File: src/rtl/rimsk_pkg.sv
// Shared constants, types and helpers for the received-ID window block.
package rimsk_pkg;

    localparam int unsigned RIM_WINDOW    = 16;
    localparam int unsigned RIM_REMOTES   = 8;
    localparam int unsigned RIM_MASK_BITS = 16;
    localparam int unsigned RIM_Q_DEPTH   = 2;

    localparam int unsigned ID_W      = 32;
    localparam int unsigned SLOT_IN_W = 3;
    localparam int unsigned ACK_W     = 16;
    localparam int unsigned ACK_IW    = 4;

    typedef enum logic [2:0] {
        BK_IDLE,
        BK_META,
        BK_SCAN,
        BK_WRITE,
        BK_MASK,
        BK_DONE
    } back_state_t;

    typedef struct packed {
        logic              seen_before;
        logic [ACK_W-1:0]  ack_mask;
        logic [ID_W-1:0]   highest_id;
    } res_t;

    // Reduce a raw slot number modulo the remote count by repeated subtraction.
    function automatic logic [5:0] reduce_slot(input logic [SLOT_IN_W-1:0] v,
                                               input int unsigned r);
        logic [6:0] acc;
        logic [6:0] rr;
        acc = {4'b0000, v};
        rr  = r[6:0];
        for (int i = 0; i < 8; i++) begin
            if (acc >= rr) begin
                acc = acc - rr;
            end
        end
        return acc[5:0];
    endfunction

endpackage

File: src/rtl/received_id_window_ack_mask_top.sv
// Top level of the received-ID window and ack mask block.
//
// Push side: drive remote_slot and packet_id with push high; the packet is
// taken on a rising edge where push is high and full is low. Slots past the
// last remote wrap around modulo REMOTES.
// Result side: while empty is low, seen_before, ack_mask and highest_id show
// the oldest result; pop it with pop high on a rising edge.
// Each packet yields exactly one result, in arrival order.
// Processing: the engine reads the remote's fill count, scans the n entries
// held before the insert for a duplicate, writes the packet, then walks the m
// entries held after it to build the ack mask; an empty window skips the
// duplicate scan.
// The engine takes one packet at a time and takes the next only after the
// result of the last one is queued. It is bound by the single read port of the
// ID memory, which is walked once for the duplicate check and once more for
// the ack mask.
// Reset: clears every window to empty and both queues; the ID memory itself
// is not cleared, only entries covered by a window's fill count are read.
// Stall: a held result parks in a two-entry output queue; the engine waits
// behind it, then the two-entry input queue fills and full rises.
module received_id_window_ack_mask_top
    import rimsk_pkg::*;
#(
    parameter int unsigned WINDOW    = RIM_WINDOW,
    parameter int unsigned REMOTES   = RIM_REMOTES,
    parameter int unsigned MASK_BITS = RIM_MASK_BITS
)
(
    input  logic                 clk,
    input  logic                 rst_n,
    input  logic                 push,
    output logic                 full,
    input  logic [SLOT_IN_W-1:0] remote_slot,
    input  logic [ID_W-1:0]      packet_id,
    output logic                 empty,
    input  logic                 pop,
    output logic                 seen_before,
    output logic [ACK_W-1:0]     ack_mask,
    output logic [ID_W-1:0]      highest_id
);

    localparam int unsigned SW = (REMOTES > 1) ? $clog2(REMOTES) : 1;

    logic            cmd_valid;
    logic            cmd_pop;
    logic [SW-1:0]   cmd_slot;
    logic [ID_W-1:0] cmd_id;
    logic            res_full;
    logic            res_push;
    res_t            res_in;
    res_t            res_out;

    // Accept and queue incoming packets
    rimsk_front #(
        .REMOTES (REMOTES),
        .SW      (SW)
    ) u_front (
        .clk         (clk),
        .rst_n       (rst_n),
        .push        (push),
        .full        (full),
        .remote_slot (remote_slot),
        .packet_id   (packet_id),
        .cmd_valid   (cmd_valid),
        .cmd_pop     (cmd_pop),
        .cmd_slot    (cmd_slot),
        .cmd_id      (cmd_id)
    );

    // Check, insert and build the ack mask, one packet at a time
    rimsk_back #(
        .WINDOW    (WINDOW),
        .REMOTES   (REMOTES),
        .MASK_BITS (MASK_BITS),
        .SW        (SW)
    ) u_back (
        .clk       (clk),
        .rst_n     (rst_n),
        .cmd_valid (cmd_valid),
        .cmd_pop   (cmd_pop),
        .cmd_slot  (cmd_slot),
        .cmd_id    (cmd_id),
        .res_full  (res_full),
        .res_push  (res_push),
        .res_data  (res_in)
    );

    // Hold finished results until the receiver takes them
    rimsk_fifo #(
        .WIDTH ($bits(res_t)),
        .DEPTH (RIM_Q_DEPTH)
    ) u_res_q (
        .clk     (clk),
        .rst_n   (rst_n),
        .wr_en   (res_push),
        .wr_data (res_in),
        .full    (res_full),
        .rd_en   (pop),
        .rd_data (res_out),
        .empty   (empty)
    );

    assign seen_before = res_out.seen_before;
    assign ack_mask    = res_out.ack_mask;
    assign highest_id  = res_out.highest_id;

endmodule

File: src/rtl/rimsk_fifo.sv
// Small synchronous queue with full and empty flags.
module rimsk_fifo
    import rimsk_pkg::*;
#(
    parameter int unsigned WIDTH = 8,
    parameter int unsigned DEPTH = RIM_Q_DEPTH
)
(
    input  logic             clk,
    input  logic             rst_n,
    input  logic             wr_en,
    input  logic [WIDTH-1:0] wr_data,
    output logic             full,
    input  logic             rd_en,
    output logic [WIDTH-1:0] rd_data,
    output logic             empty
);

    localparam int unsigned AW = (DEPTH > 1) ? $clog2(DEPTH) : 1;
    localparam int unsigned CW = $clog2(DEPTH + 1);

    logic [WIDTH-1:0] data_mem [DEPTH];
    logic [AW-1:0]    wr_ptr_reg;
    logic [AW-1:0]    wr_ptr_next;
    logic [AW-1:0]    rd_ptr_reg;
    logic [AW-1:0]    rd_ptr_next;
    logic [CW-1:0]    cnt_reg;
    logic [CW-1:0]    cnt_next;
    logic             do_wr;
    logic             do_rd;

    assign full    = (cnt_reg == CW'(DEPTH));
    assign empty   = (cnt_reg == '0);
    assign do_wr   = wr_en && !full;
    assign do_rd   = rd_en && !empty;
    assign rd_data = data_mem[rd_ptr_reg];

    always_comb
    begin
        wr_ptr_next = wr_ptr_reg;
        rd_ptr_next = rd_ptr_reg;
        cnt_next    = cnt_reg;
        if (do_wr)
        begin
            wr_ptr_next = (wr_ptr_reg == AW'(DEPTH - 1)) ? '0 : wr_ptr_reg + 1'b1;
        end
        if (do_rd)
        begin
            rd_ptr_next = (rd_ptr_reg == AW'(DEPTH - 1)) ? '0 : rd_ptr_reg + 1'b1;
        end
        if (do_wr && !do_rd)
        begin
            cnt_next = cnt_reg + 1'b1;
        end
        else if (do_rd && !do_wr)
        begin
            cnt_next = cnt_reg - 1'b1;
        end
    end

    always_ff @(posedge clk or negedge rst_n)
    begin
        if (!rst_n)
        begin
            wr_ptr_reg <= '0;
            rd_ptr_reg <= '0;
            cnt_reg    <= '0;
        end
        else
        begin
            wr_ptr_reg <= wr_ptr_next;
            rd_ptr_reg <= rd_ptr_next;
            cnt_reg    <= cnt_next;
        end
    end

    always_ff @(posedge clk)
    begin
        if (do_wr)
        begin
            data_mem[wr_ptr_reg] <= wr_data;
        end
    end

endmodule

File: src/rtl/rimsk_front.sv
// Front end: accept packets, fold the slot onto the remote range, queue them.
module rimsk_front
    import rimsk_pkg::*;
#(
    parameter int unsigned REMOTES = RIM_REMOTES,
    parameter int unsigned SW      = (REMOTES > 1) ? $clog2(REMOTES) : 1
)
(
    input  logic                 clk,
    input  logic                 rst_n,
    input  logic                 push,
    output logic                 full,
    input  logic [SLOT_IN_W-1:0] remote_slot,
    input  logic [ID_W-1:0]      packet_id,
    output logic                 cmd_valid,
    input  logic                 cmd_pop,
    output logic [SW-1:0]        cmd_slot,
    output logic [ID_W-1:0]      cmd_id
);

    logic [5:0]         slot_red;
    logic [SW+ID_W-1:0] cmd_data;
    logic               cmd_empty;

    // Slots past the last remote wrap around onto the remote range
    assign slot_red = reduce_slot(remote_slot, REMOTES);

    rimsk_fifo #(
        .WIDTH (SW + ID_W),
        .DEPTH (RIM_Q_DEPTH)
    ) u_cmd_q (
        .clk     (clk),
        .rst_n   (rst_n),
        .wr_en   (push),
        .wr_data ({slot_red[SW-1:0], packet_id}),
        .full    (full),
        .rd_en   (cmd_pop),
        .rd_data (cmd_data),
        .empty   (cmd_empty)
    );

    assign cmd_valid = !cmd_empty;
    assign cmd_slot  = cmd_data[SW+ID_W-1:ID_W];
    assign cmd_id    = cmd_data[ID_W-1:0];

endmodule

File: src/rtl/rimsk_back.sv
// Back end: per-remote ID window memory, duplicate check, insert and ack mask scan.
module rimsk_back
    import rimsk_pkg::*;
#(
    parameter int unsigned WINDOW    = RIM_WINDOW,
    parameter int unsigned REMOTES   = RIM_REMOTES,
    parameter int unsigned MASK_BITS = RIM_MASK_BITS,
    parameter int unsigned SW        = (REMOTES > 1) ? $clog2(REMOTES) : 1
)
(
    input  logic            clk,
    input  logic            rst_n,
    input  logic            cmd_valid,
    output logic            cmd_pop,
    input  logic [SW-1:0]   cmd_slot,
    input  logic [ID_W-1:0] cmd_id,
    input  logic            res_full,
    output logic            res_push,
    output res_t            res_data
);

    localparam int unsigned PW    = $clog2(WINDOW);
    localparam int unsigned CW    = $clog2(WINDOW + 1);
    localparam int unsigned MW    = CW + PW;
    localparam int unsigned AW    = SW + PW;
    localparam int unsigned DEPTH = REMOTES * (1 << PW);
    localparam int unsigned MB    = (MASK_BITS < ACK_W) ? MASK_BITS : ACK_W;

    // ID memory, one row of 2^PW words per remote
    logic [ID_W-1:0]    id_mem [DEPTH];
    // Fill count and oldest position per remote; valid bits stand for reset
    logic [MW-1:0]      meta_mem [REMOTES];
    logic [REMOTES-1:0] meta_vld_reg;
    logic [REMOTES-1:0] meta_vld_next;
    logic [MW-1:0]      meta_rd_reg;
    logic               meta_hit_reg;

    back_state_t        state_reg;
    back_state_t        state_next;
    logic [SW-1:0]      slot_reg;
    logic [SW-1:0]      slot_next;
    logic [ID_W-1:0]    id_reg;
    logic [ID_W-1:0]    id_next;
    logic [CW-1:0]      count_reg;
    logic [CW-1:0]      count_next;
    logic [PW-1:0]      oldest_reg;
    logic [PW-1:0]      oldest_next;
    logic [CW-1:0]      issue_reg;
    logic [CW-1:0]      issue_next;
    logic [CW-1:0]      got_reg;
    logic [CW-1:0]      got_next;
    logic               eq_reg;
    logic               eq_next;
    logic               allgt_reg;
    logic               allgt_next;
    logic               seen_reg;
    logic               seen_next;
    logic [ID_W-1:0]    high_reg;
    logic [ID_W-1:0]    high_next;
    logic [ACK_W-1:0]   mask_reg;
    logic [ACK_W-1:0]   mask_next;

    logic               rd_vld_reg;
    logic [PW-1:0]      rd_pos_reg;
    logic [ID_W-1:0]    rd_data_reg;

    logic               rd_en;
    logic [AW-1:0]      rd_addr;
    logic               wr_en;
    logic [AW-1:0]      wr_addr;
    logic               meta_rd_en;
    logic               meta_wr_en;
    logic               win_full;
    logic [PW-1:0]      wr_pos;
    logic [CW-1:0]      new_count;
    logic [PW-1:0]      new_oldest;
    logic [ID_W-1:0]    id_gap;

    assign win_full   = (count_reg == CW'(WINDOW));
    assign wr_pos     = win_full ? oldest_reg : count_reg[PW-1:0];
    assign new_count  = win_full ? count_reg : count_reg + 1'b1;
    assign new_oldest = !win_full ? oldest_reg :
                        (oldest_reg == PW'(WINDOW - 1)) ? '0 : oldest_reg + 1'b1;
    assign id_gap     = high_reg - rd_data_reg;
    assign rd_addr    = {slot_reg, issue_reg[PW-1:0]};
    assign wr_addr    = {slot_reg, wr_pos};

    assign res_data.seen_before = seen_reg;
    assign res_data.ack_mask    = mask_reg;
    assign res_data.highest_id  = high_reg;

    always_comb
    begin
        state_next    = state_reg;
        slot_next     = slot_reg;
        id_next       = id_reg;
        count_next    = count_reg;
        oldest_next   = oldest_reg;
        issue_next    = issue_reg;
        got_next      = got_reg;
        eq_next       = eq_reg;
        allgt_next    = allgt_reg;
        seen_next     = seen_reg;
        high_next     = high_reg;
        mask_next     = mask_reg;
        meta_vld_next = meta_vld_reg;
        cmd_pop       = 1'b0;
        meta_rd_en    = 1'b0;
        meta_wr_en    = 1'b0;
        rd_en         = 1'b0;
        wr_en         = 1'b0;
        res_push      = 1'b0;
        case (state_reg)
            BK_IDLE:
            begin
                if (cmd_valid)
                begin
                    cmd_pop    = 1'b1;
                    meta_rd_en = 1'b1;
                    slot_next  = cmd_slot;
                    id_next    = cmd_id;
                    state_next = BK_META;
                end
            end
            BK_META:
            begin
                // An untouched remote has an empty window
                count_next  = meta_hit_reg ? meta_rd_reg[MW-1:PW] : '0;
                oldest_next = meta_hit_reg ? meta_rd_reg[PW-1:0] : '0;
                issue_next  = '0;
                got_next    = '0;
                eq_next     = 1'b0;
                allgt_next  = 1'b1;
                high_next   = id_reg;
                mask_next   = '0;
                if (count_next == '0)
                begin
                    state_next = BK_WRITE;
                end
                else
                begin
                    state_next = BK_SCAN;
                end
            end
            BK_SCAN:
            begin
                // Issue one read per cycle, fold in the word read the cycle before
                if (issue_reg < count_reg)
                begin
                    rd_en      = 1'b1;
                    issue_next = issue_reg + 1'b1;
                end
                if (rd_vld_reg)
                begin
                    got_next = got_reg + 1'b1;
                    if (rd_data_reg == id_reg)
                    begin
                        eq_next = 1'b1;
                    end
                    if (rd_data_reg <= id_reg)
                    begin
                        allgt_next = 1'b0;
                    end
                    // Skip the entry about to be evicted when tracking the maximum
                    if (!(win_full && (rd_pos_reg == oldest_reg)) &&
                        (rd_data_reg > high_reg))
                    begin
                        high_next = rd_data_reg;
                    end
                    if (got_next == count_reg)
                    begin
                        state_next = BK_WRITE;
                    end
                end
            end
            BK_WRITE:
            begin
                wr_en      = 1'b1;
                meta_wr_en = 1'b1;
                meta_vld_next[slot_reg] = 1'b1;
                seen_next   = (count_reg != '0) && (eq_reg || allgt_reg);
                count_next  = new_count;
                oldest_next = new_oldest;
                issue_next  = '0;
                got_next    = '0;
                state_next  = BK_MASK;
            end
            BK_MASK:
            begin
                if (issue_reg < count_reg)
                begin
                    rd_en      = 1'b1;
                    issue_next = issue_reg + 1'b1;
                end
                if (rd_vld_reg)
                begin
                    got_next = got_reg + 1'b1;
                    if (id_gap < ID_W'(MB))
                    begin
                        mask_next[id_gap[ACK_IW-1:0]] = 1'b1;
                    end
                    if (got_next == count_reg)
                    begin
                        state_next = BK_DONE;
                    end
                end
            end
            BK_DONE:
            begin
                if (!res_full)
                begin
                    res_push   = 1'b1;
                    state_next = BK_IDLE;
                end
            end
            default:
            begin
                state_next = BK_IDLE;
            end
        endcase
    end

    always_ff @(posedge clk or negedge rst_n)
    begin
        if (!rst_n)
        begin
            state_reg    <= BK_IDLE;
            meta_vld_reg <= '0;
            meta_hit_reg <= 1'b0;
            rd_vld_reg   <= 1'b0;
        end
        else
        begin
            state_reg    <= state_next;
            meta_vld_reg <= meta_vld_next;
            rd_vld_reg   <= rd_en;
            if (meta_rd_en)
            begin
                meta_hit_reg <= meta_vld_reg[cmd_slot];
            end
        end
    end

    always_ff @(posedge clk)
    begin
        slot_reg   <= slot_next;
        id_reg     <= id_next;
        count_reg  <= count_next;
        oldest_reg <= oldest_next;
        issue_reg  <= issue_next;
        got_reg    <= got_next;
        eq_reg     <= eq_next;
        allgt_reg  <= allgt_next;
        seen_reg   <= seen_next;
        high_reg   <= high_next;
        mask_reg   <= mask_next;
        rd_pos_reg <= issue_reg[PW-1:0];
    end

    always_ff @(posedge clk)
    begin
        if (wr_en)
        begin
            id_mem[wr_addr] <= id_reg;
        end
        if (rd_en)
        begin
            rd_data_reg <= id_mem[rd_addr];
        end
    end

    always_ff @(posedge clk)
    begin
        if (meta_wr_en)
        begin
            meta_mem[slot_reg] <= {new_count, new_oldest};
        end
        if (meta_rd_en)
        begin
            meta_rd_reg <= meta_mem[cmd_slot];
        end
    end

endmodule

File: config.mk
export PLATFORM = sky130hd
export DESIGN_NAME = received_id_window_ack_mask_top
export DESIGN_NICKNAME = d
export VERILOG_FILES = /design/src/rtl/rimsk_pkg.sv /design/src/rtl/received_id_window_ack_mask_top.sv /design/src/rtl/rimsk_fifo.sv /design/src/rtl/rimsk_front.sv /design/src/rtl/rimsk_back.sv
export SDC_FILE = /design/constraint.sdc
export NUM_CORES = 2
export LEC_CHECK = 0
export CORE_ASPECT_RATIO = 0.7
export CORE_MARGIN = 2
export CORE_UTILIZATION = 45
export DETAILED_ROUTE_END_ITERATION = 10
export DONT_BUFFER_PORTS = 1
export PLACE_DENSITY = 0.6
export RECOVER_POWER = 25
export SLEW_MARGIN = 30
export SYNTH_ARGS = -nofsm -noshare
export SYNTH_HDL_FRONTEND = slang
export SYNTH_MEMORY_MAX_BITS = 65536
export SYNTH_SLANG_ARGS = --single-unit
File: constraint.sdc
create_clock -name clk -period 8.9 [get_ports clk]
set_input_delay 0.445 -clock clk [delete_from_list [all_inputs] [get_ports clk]]
set_output_delay 0.445 -clock clk [all_outputs]
set_load 0.02 [all_outputs]
* Yosys cells after proc, flatten, opt, wreduce, memory -nomap -nowiden
Memories as Yosys holds them, arrays and structs flattened. A register that Yosys moved wholly into a read port is not among the register bits.
Index checks and enable logic that the tools add are counted.
** Storage, ports and cells
- Register bits after elaboration :: 130
- Bits in latches :: 0
- Bits in writable memories :: 4336
- Memory bits (read-only) :: 0
- Bits of input ports :: 39
- Output and inout port bits :: 51
- Logic and storage cells :: 178
- Memories kept :: 4
** Cells by class
- Add/subtract/negate cells :: 13
- $mul :: 0
- Divide/modulo/power cells :: 0
- Order comparisons :: 9
- Equal/unequal tests :: 24
- Shift-type cells :: 0
- Muxes and demuxes :: 59
- Bitwise logic cells :: 3
- Reduce and logical (&&, ||, !) cells :: 44
** Memory list
- u_back.id_mem :: depth 128, width 32, rd ports 1, clocked after memory_dff 1, write ports 1, line rimsk_back.sv:30 : logic [ID_W-1:0] id_mem [DEPTH];
- u_res_q.data_mem :: depth 2, width 49, rd ports 1, clocked after memory_dff 0, write ports 1, line rimsk_fifo.sv:22 : logic [WIDTH-1:0] data_mem [DEPTH];
- u_back.meta_mem :: depth 8, width 9, rd ports 1, clocked after memory_dff 1, write ports 1, line rimsk_back.sv:32 : logic [MW-1:0] meta_mem [REMOTES];
- u_front.u_cmd_q.data_mem :: depth 2, width 35, rd ports 1, clocked after memory_dff 0, write ports 1, line rimsk_fifo.sv:22
** Operators by type and width (number)
- 32-bit 2-to-1 mux :: 2
- 32-bit one-hot mux with 2 select lines :: 1
- 32-bit == test :: 1
- 32-bit > comparator :: 1
- 32-bit <= comparator :: 1
- 32-bit by 5-bit less-than comparator with 1-bit output (second input constant) :: 1
- 16-bit 2-to-1 mux :: 2
- 16-bit one-hot mux with 2 select lines :: 1
- 32-bit subtractor :: 1
- 5-bit one-hot mux with 2 select lines :: 3
- 1-bit 2-to-1 mux :: 25
- 5-bit 2-to-1 mux :: 4
- 2-bit by 1-bit inequality test with 1-bit output (second input constant) :: 10
- 3-bit 2-to-1 mux :: 6
- 3-bit one-hot mux with 6 select lines :: 1
- 4-bit 2-to-1 mux :: 4
- 16-bit OR :: 1
- 5-bit by 1-bit adder with 5-bit output (second input constant) :: 3
- 1-bit logical AND :: 13
- 3-bit AND reduction :: 4
- 2-bit nonzero test :: 6
- 1-bit logical NOT :: 9
- 3-bit by 4-bit less-than comparator with 1-bit output (second input constant) :: 2
- 2-bit 2-to-1 mux :: 4
- other kinds (32) :: 46

* Depth between registers and ports, before layout
- Word-level depth :: 9
- Mapped depth :: 13
- Depth with buffers taken out :: 13

* Cells and area by module
A second synthesis with hierarchy kept.
** Second synthesis, totals
- Cell total of the unflattened synthesis :: 7414
- Area, all modules :: 174453.6 um^2
** By module, submodules not included
- rimsk_back :: times used 1, cells an instance 7113, area an instance 167590.7 um^2, sequential area each 129949.6 um^2
- rimsk_fifo at u_res_q :: times used 1, cells an instance 172, area an instance 3986.3 um^2, sequential area each 3042.9 um^2
- rimsk_fifo at u_front.u_cmd_q :: times used 1, cells an instance 128, area an instance 2872.8 um^2, sequential area each 2202.1 um^2
- rimsk_front :: times used 1, cells an instance 1, area an instance 3.8 um^2, sequential area each 0.0 um^2

* Worst setup path after synthesis
No wires, ideal clock.
- Path type :: flip-flop to flip-flop
- From :: register u_back.high_reg[0]
- To :: register u_back.high_reg[0] (enable)
- Library setup time :: 0.511 ns
- Data arrival time :: 5.607 ns
- Data required time :: 8.389 ns
- Path slack :: 2.782 ns
- Cell stages (with the launch flop) :: 13
- Path buffers :: 0
- Clock period less this slack :: 6.118 ns
- Path through :: edfxtp_1 -> inv_1 -> ha_1 -> fa_1 -> nand2b_1 -> a21oi_1 -> o21ai_0 -> o211ai_1 -> a31o_2 -> nand4_1 -> a21oi_1 -> o21a_1 -> o41ai_1
** On the way
- Longest elaborated chain between the ends :: 4
** Ends and longest elaborated chain
- start: declaration :: line rimsk_back.sv:58 : logic [ID_W-1:0] high_reg;
- start signal: assignment :: line rimsk_back.sv:255 : high_reg <= high_next;
- 32-bit > comparator :: line rimsk_back.sv:166 : (rd_data_reg > high_reg))
- 1-bit logical AND :: line rimsk_back.sv:165 : if (!(win_full && (rd_pos_reg == oldest_reg)) &&
- 2-bit by 1-bit inequality test with 1-bit output (no line)
- 3-bit AND reduction (no line)
No other way between the ends.
A chain may end at the register's enable or synchronous reset.

* Worst setup path in the final report
- From :: register u_back.id_reg[26]
- To :: register u_back.allgt_reg (enable)
** On the way
- Longest elaborated chain between the ends :: 3
** Ends and longest elaborated chain
- start: declaration :: line rimsk_back.sv:42 : logic [ID_W-1:0] id_reg;
- start signal: assignment :: line rimsk_back.sv:247 : id_reg <= id_next;
- 32-bit <= comparator :: line rimsk_back.sv:160 : if (rd_data_reg <= id_reg)
- 2-bit by 1-bit inequality test with 1-bit output (no line)
- 3-bit AND reduction (no line)
- end signal: assignment :: line rimsk_back.sv:253 : allgt_reg <= allgt_next;
- end: declaration :: line rimsk_back.sv:54 : logic allgt_reg;
No other way between the ends.

==> results.toml <==
[global_routing]
grt_max_degree = 130
antenna_found_initial = 43
grt_pass1_vias = 80900
grt_usage = 0.232
grt_pass1_wl_mm = 641
gr-total-overflow = 0

[synthesis]
synth.area.top_cells = "edfxtp_1 77%, mux4_2 17%, mux2_2 0.69%"
synth_cell_types = 65
seq_area_frac_synth = 0.776
synth.avg_cell_area_um2 = 23.4
synth_edf_count = 4482
synth_largest_area_cell = "edfxtp_1"
synth_flop_cell = "edfxtp_1"
ys_top_cells_by_count = "4482 x edfxtp_1, 1317 x mux4_2, 212 x clkbuf_1, 198 x nor2_1, 196 x nand2_1"
async_flop_share = 0.00466
yosysMostFrequentCell = "edfxtp_1"
synth_warnings = 0
synth_top_area_share = 0.773
synth.cell_area_um2 = 174000
syn_inst = 7428
syn_nets = 7543
synth-seq-cells = 4507

[final_layout]
nNetsFinal = 7922
top_register = "u_back.id_mem"
area_delta_synth_final_pct = 12.7
drive_gt1_frac = 0.301
fill_cells = 29500
reg_top3 = "u_back.id_mem x4096, u_res_q.data_mem x98, u_back.meta_mem x72"
stdcell_count = 13300
largest_reg_flops = 4096

[pwr]
seqPwrFrac = 0.414
leakagePower_uw = 0.0602
combPwrFrac = 0.324
p_per_area_nw_per_um2 = 339
ir_worst_vdd_mv = 0.257
p_switching_uw = 22000
clockPowerShare = 0.262
intPower_uw = 44600
p_sw_frac = 0.330
finalPower_uw = 66500

[setup_path]
worstPathRequired_ps = 9570
path_max_fanout = 65
startpoint = "u_back.id_reg[26]$_DFFE_PP_"
cp-start-kind = "flip-flop"
timing_worst_setup_path_type = "flip-flop to flip-flop"
setup.worst_path.end_class = "flip-flop"
reg2reg_from = "u_back.id_reg[26]$_DFFE_PP_"
reg2reg_depth = 10
regToRegSetupSlack_ps = 3050
reg2reg_to = "u_back.allgt_reg$_DFFE_PP_"
cp.arrival_ps = 6520

[run]
max_cap_viol_count = 41

[die]
initial_core_util = 0.451
die_y_um = 524
coreArea_um2 = 386000
die_w_um = 748
placement_rows = 191
ios = 90
die-area_um2 = 392000

[clock_tree]
cts-buffers-inserted = 406
cts_sinks = 4507
cts-root-buf = "clkbuf_16"
postCtsSetupRepairBufs = 0
cts_tree = "yes"
cts_max_path_buffers = 4
insertion_delay_ps = 960
ctsResizeCount = 0
clkSlewWorstSetupHoldPaths_ps = 70
htreeDepth = 5

[timing]
fmax_mhz = 171
slew_viol_final = 2183
setup_tns_ps = 0
setup_viol = 0
slew_headroom = -2.10
rsz0062_at_grt = "false"
finalCritPeriodShare = 0.657
fin_skew_ps = 52.7
final_hold_viol_count = 0
tightest_slew_ps = 4650
period_needed_ps = 5850

[detailed_routing]
ant_nets = 0
post-route-drc-count = 0
drt_pre_antenna_iters = 6
wirelength_mm = 462
drt_iter0_markers = 12600
routed-via-count = 82200
wire_per_inst_um = 34.8
viasPerCell = 6.20

[outcome]
failed_checks = "capacitance limit, slew limit"
run_status = "finished, violations left"

[placement]
port_buffers = 0
place_hpwl_mm = 258
place.gp.congestion = 0.858
dp.cells = 12500

[worst_hold_path]
min_path_cells = 1
worstHoldStart = "push"
hold_end = "u_front.u_cmd_q.data_mem[1][12]$_DFFE_PP_"
min_path_type = "primary input to flip-flop"
==> cell usage in the layout, fill, tap and decap left out, types with 58 or more instances in the layout <==
cell,Yosys,final
edfxtp_1,4482,4482
mux4_2,1317,1317
clkbuf_16,0,415
buf_4,8,214
nand2_1,196,196
nor2_4,0,130
clkbuf_1,212,110
mux2_2,106,104
clkinv_1,1,102
inv_1,87,85
clkinv_2,0,80
nand3_1,85,79
o21ai_0,76,75
ha_1,75,75
nor2_1,198,66
a21oi_1,58,58
==> how the worst max path moves through the flow <==
| stage | endpoint | cells after the start |
|---|---|---|
| after global routing | u_back.allgt_reg$_DFFE_PP_ | 10 |
| after global placement | u_back.rd_data_reg[2]$_DFFE_PP_ | 7 |
| after detailed placement | u_back.id_mem[93][4]$_DFFE_PP_ | 8 |
| final | u_back.allgt_reg$_DFFE_PP_ | 10 |
| after floorplan | u_back.high_reg[0]$_DFFE_PP_ | 12 |
| after CTS | u_back.id_mem[90][24]$_DFFE_PP_ | 8 |
==> worst max-delay path, stage by stage (launching register included) <==
cell      delay (ps)
edfxtp_1         330
clkbuf_1        2900
inv_1            220
ha_1             490
nand4_1           90
nor2_1           170
nand2_1          100
or3_1            390
or3_1            350
o21ai_0          290
o21bai_1         180
==> cell type report <==
| class | count | area (µm²) | share of cell area |
|---|---|---|---|
| clock inverters | 258 | 2330 | 0.0119 |
| repair buffers | 349 | 3190 | 0.0162 |
| flip-flops and latches | 4507 | 135000 | 0.689 |
| clock buffers | 481 | 10600 | 0.0542 |
| well taps | 5114 | 6400 | 0.0326 |
| inverters | 88 | 330 | 0.00168 |
| multi-input cells | 2455 | 38200 | 0.194 |
| diodes | 18 | 45.0 | 0.000229 |
==> layer usage <==
layer  routed length, µm  GRT usage
met5                 135          0
met3               52000     0.0594
met2              205000      0.339
met1              192000      0.355
met4               12600     0.0560
==> power by group through the flow <==
| stage | Clock, µW | Sequential (µW) | Combinational, µW |
|---|---|---|---|
| 6_report | 17400 | 27500 | 21600 |
| 5_1_grt | 18500 | 27600 | 22700 |
| 4_1_cts | 17700 | 27300 | 21600 |
| 3_5_place_dp | 0 | 27800 | 21500 |
| 3_3_place_gp | 0 | 27800 | 21100 |
| 2_1_floorplan | 0 | 28700 | 11900 |
==> through the flow <==
step                 util  worst slack (ps)  instance area, µm²  hold slack, ps
floorplan               -              2780              174000             149
global placement    0.473              2900              182000             151
detailed placement  0.474              3750              183000             151
CTS                 0.509              3740              196000            81.5
global route        0.508              2550              196000            79.7
finish              0.509              3050              196000            78.7
==> logic make-up (layout without fill, tap and decap cells) <==
family                     after synthesis  count (layout)  synth area share
and+or+nand+nor                        597             597            0.0152
DFF                                   4507            4507             0.776
buffers and inverters                  466            1176            0.0112
other                                    0              18                 0
AOI/OAI and AO/OA                      264             264           0.00957
muxes                                 1472            1472             0.180
adders and majority gates               76              76           0.00550
xor gates and xnor gates                46              46           0.00231
==> repair_timing <==
action | in CTS | in global routing
endpoints found under the hold margin | 96 | 0
setup endpoints to repair | 0 | 0
hold buffers | 41 | 0
No activity file was read; power rests on OpenSTA's default activity.
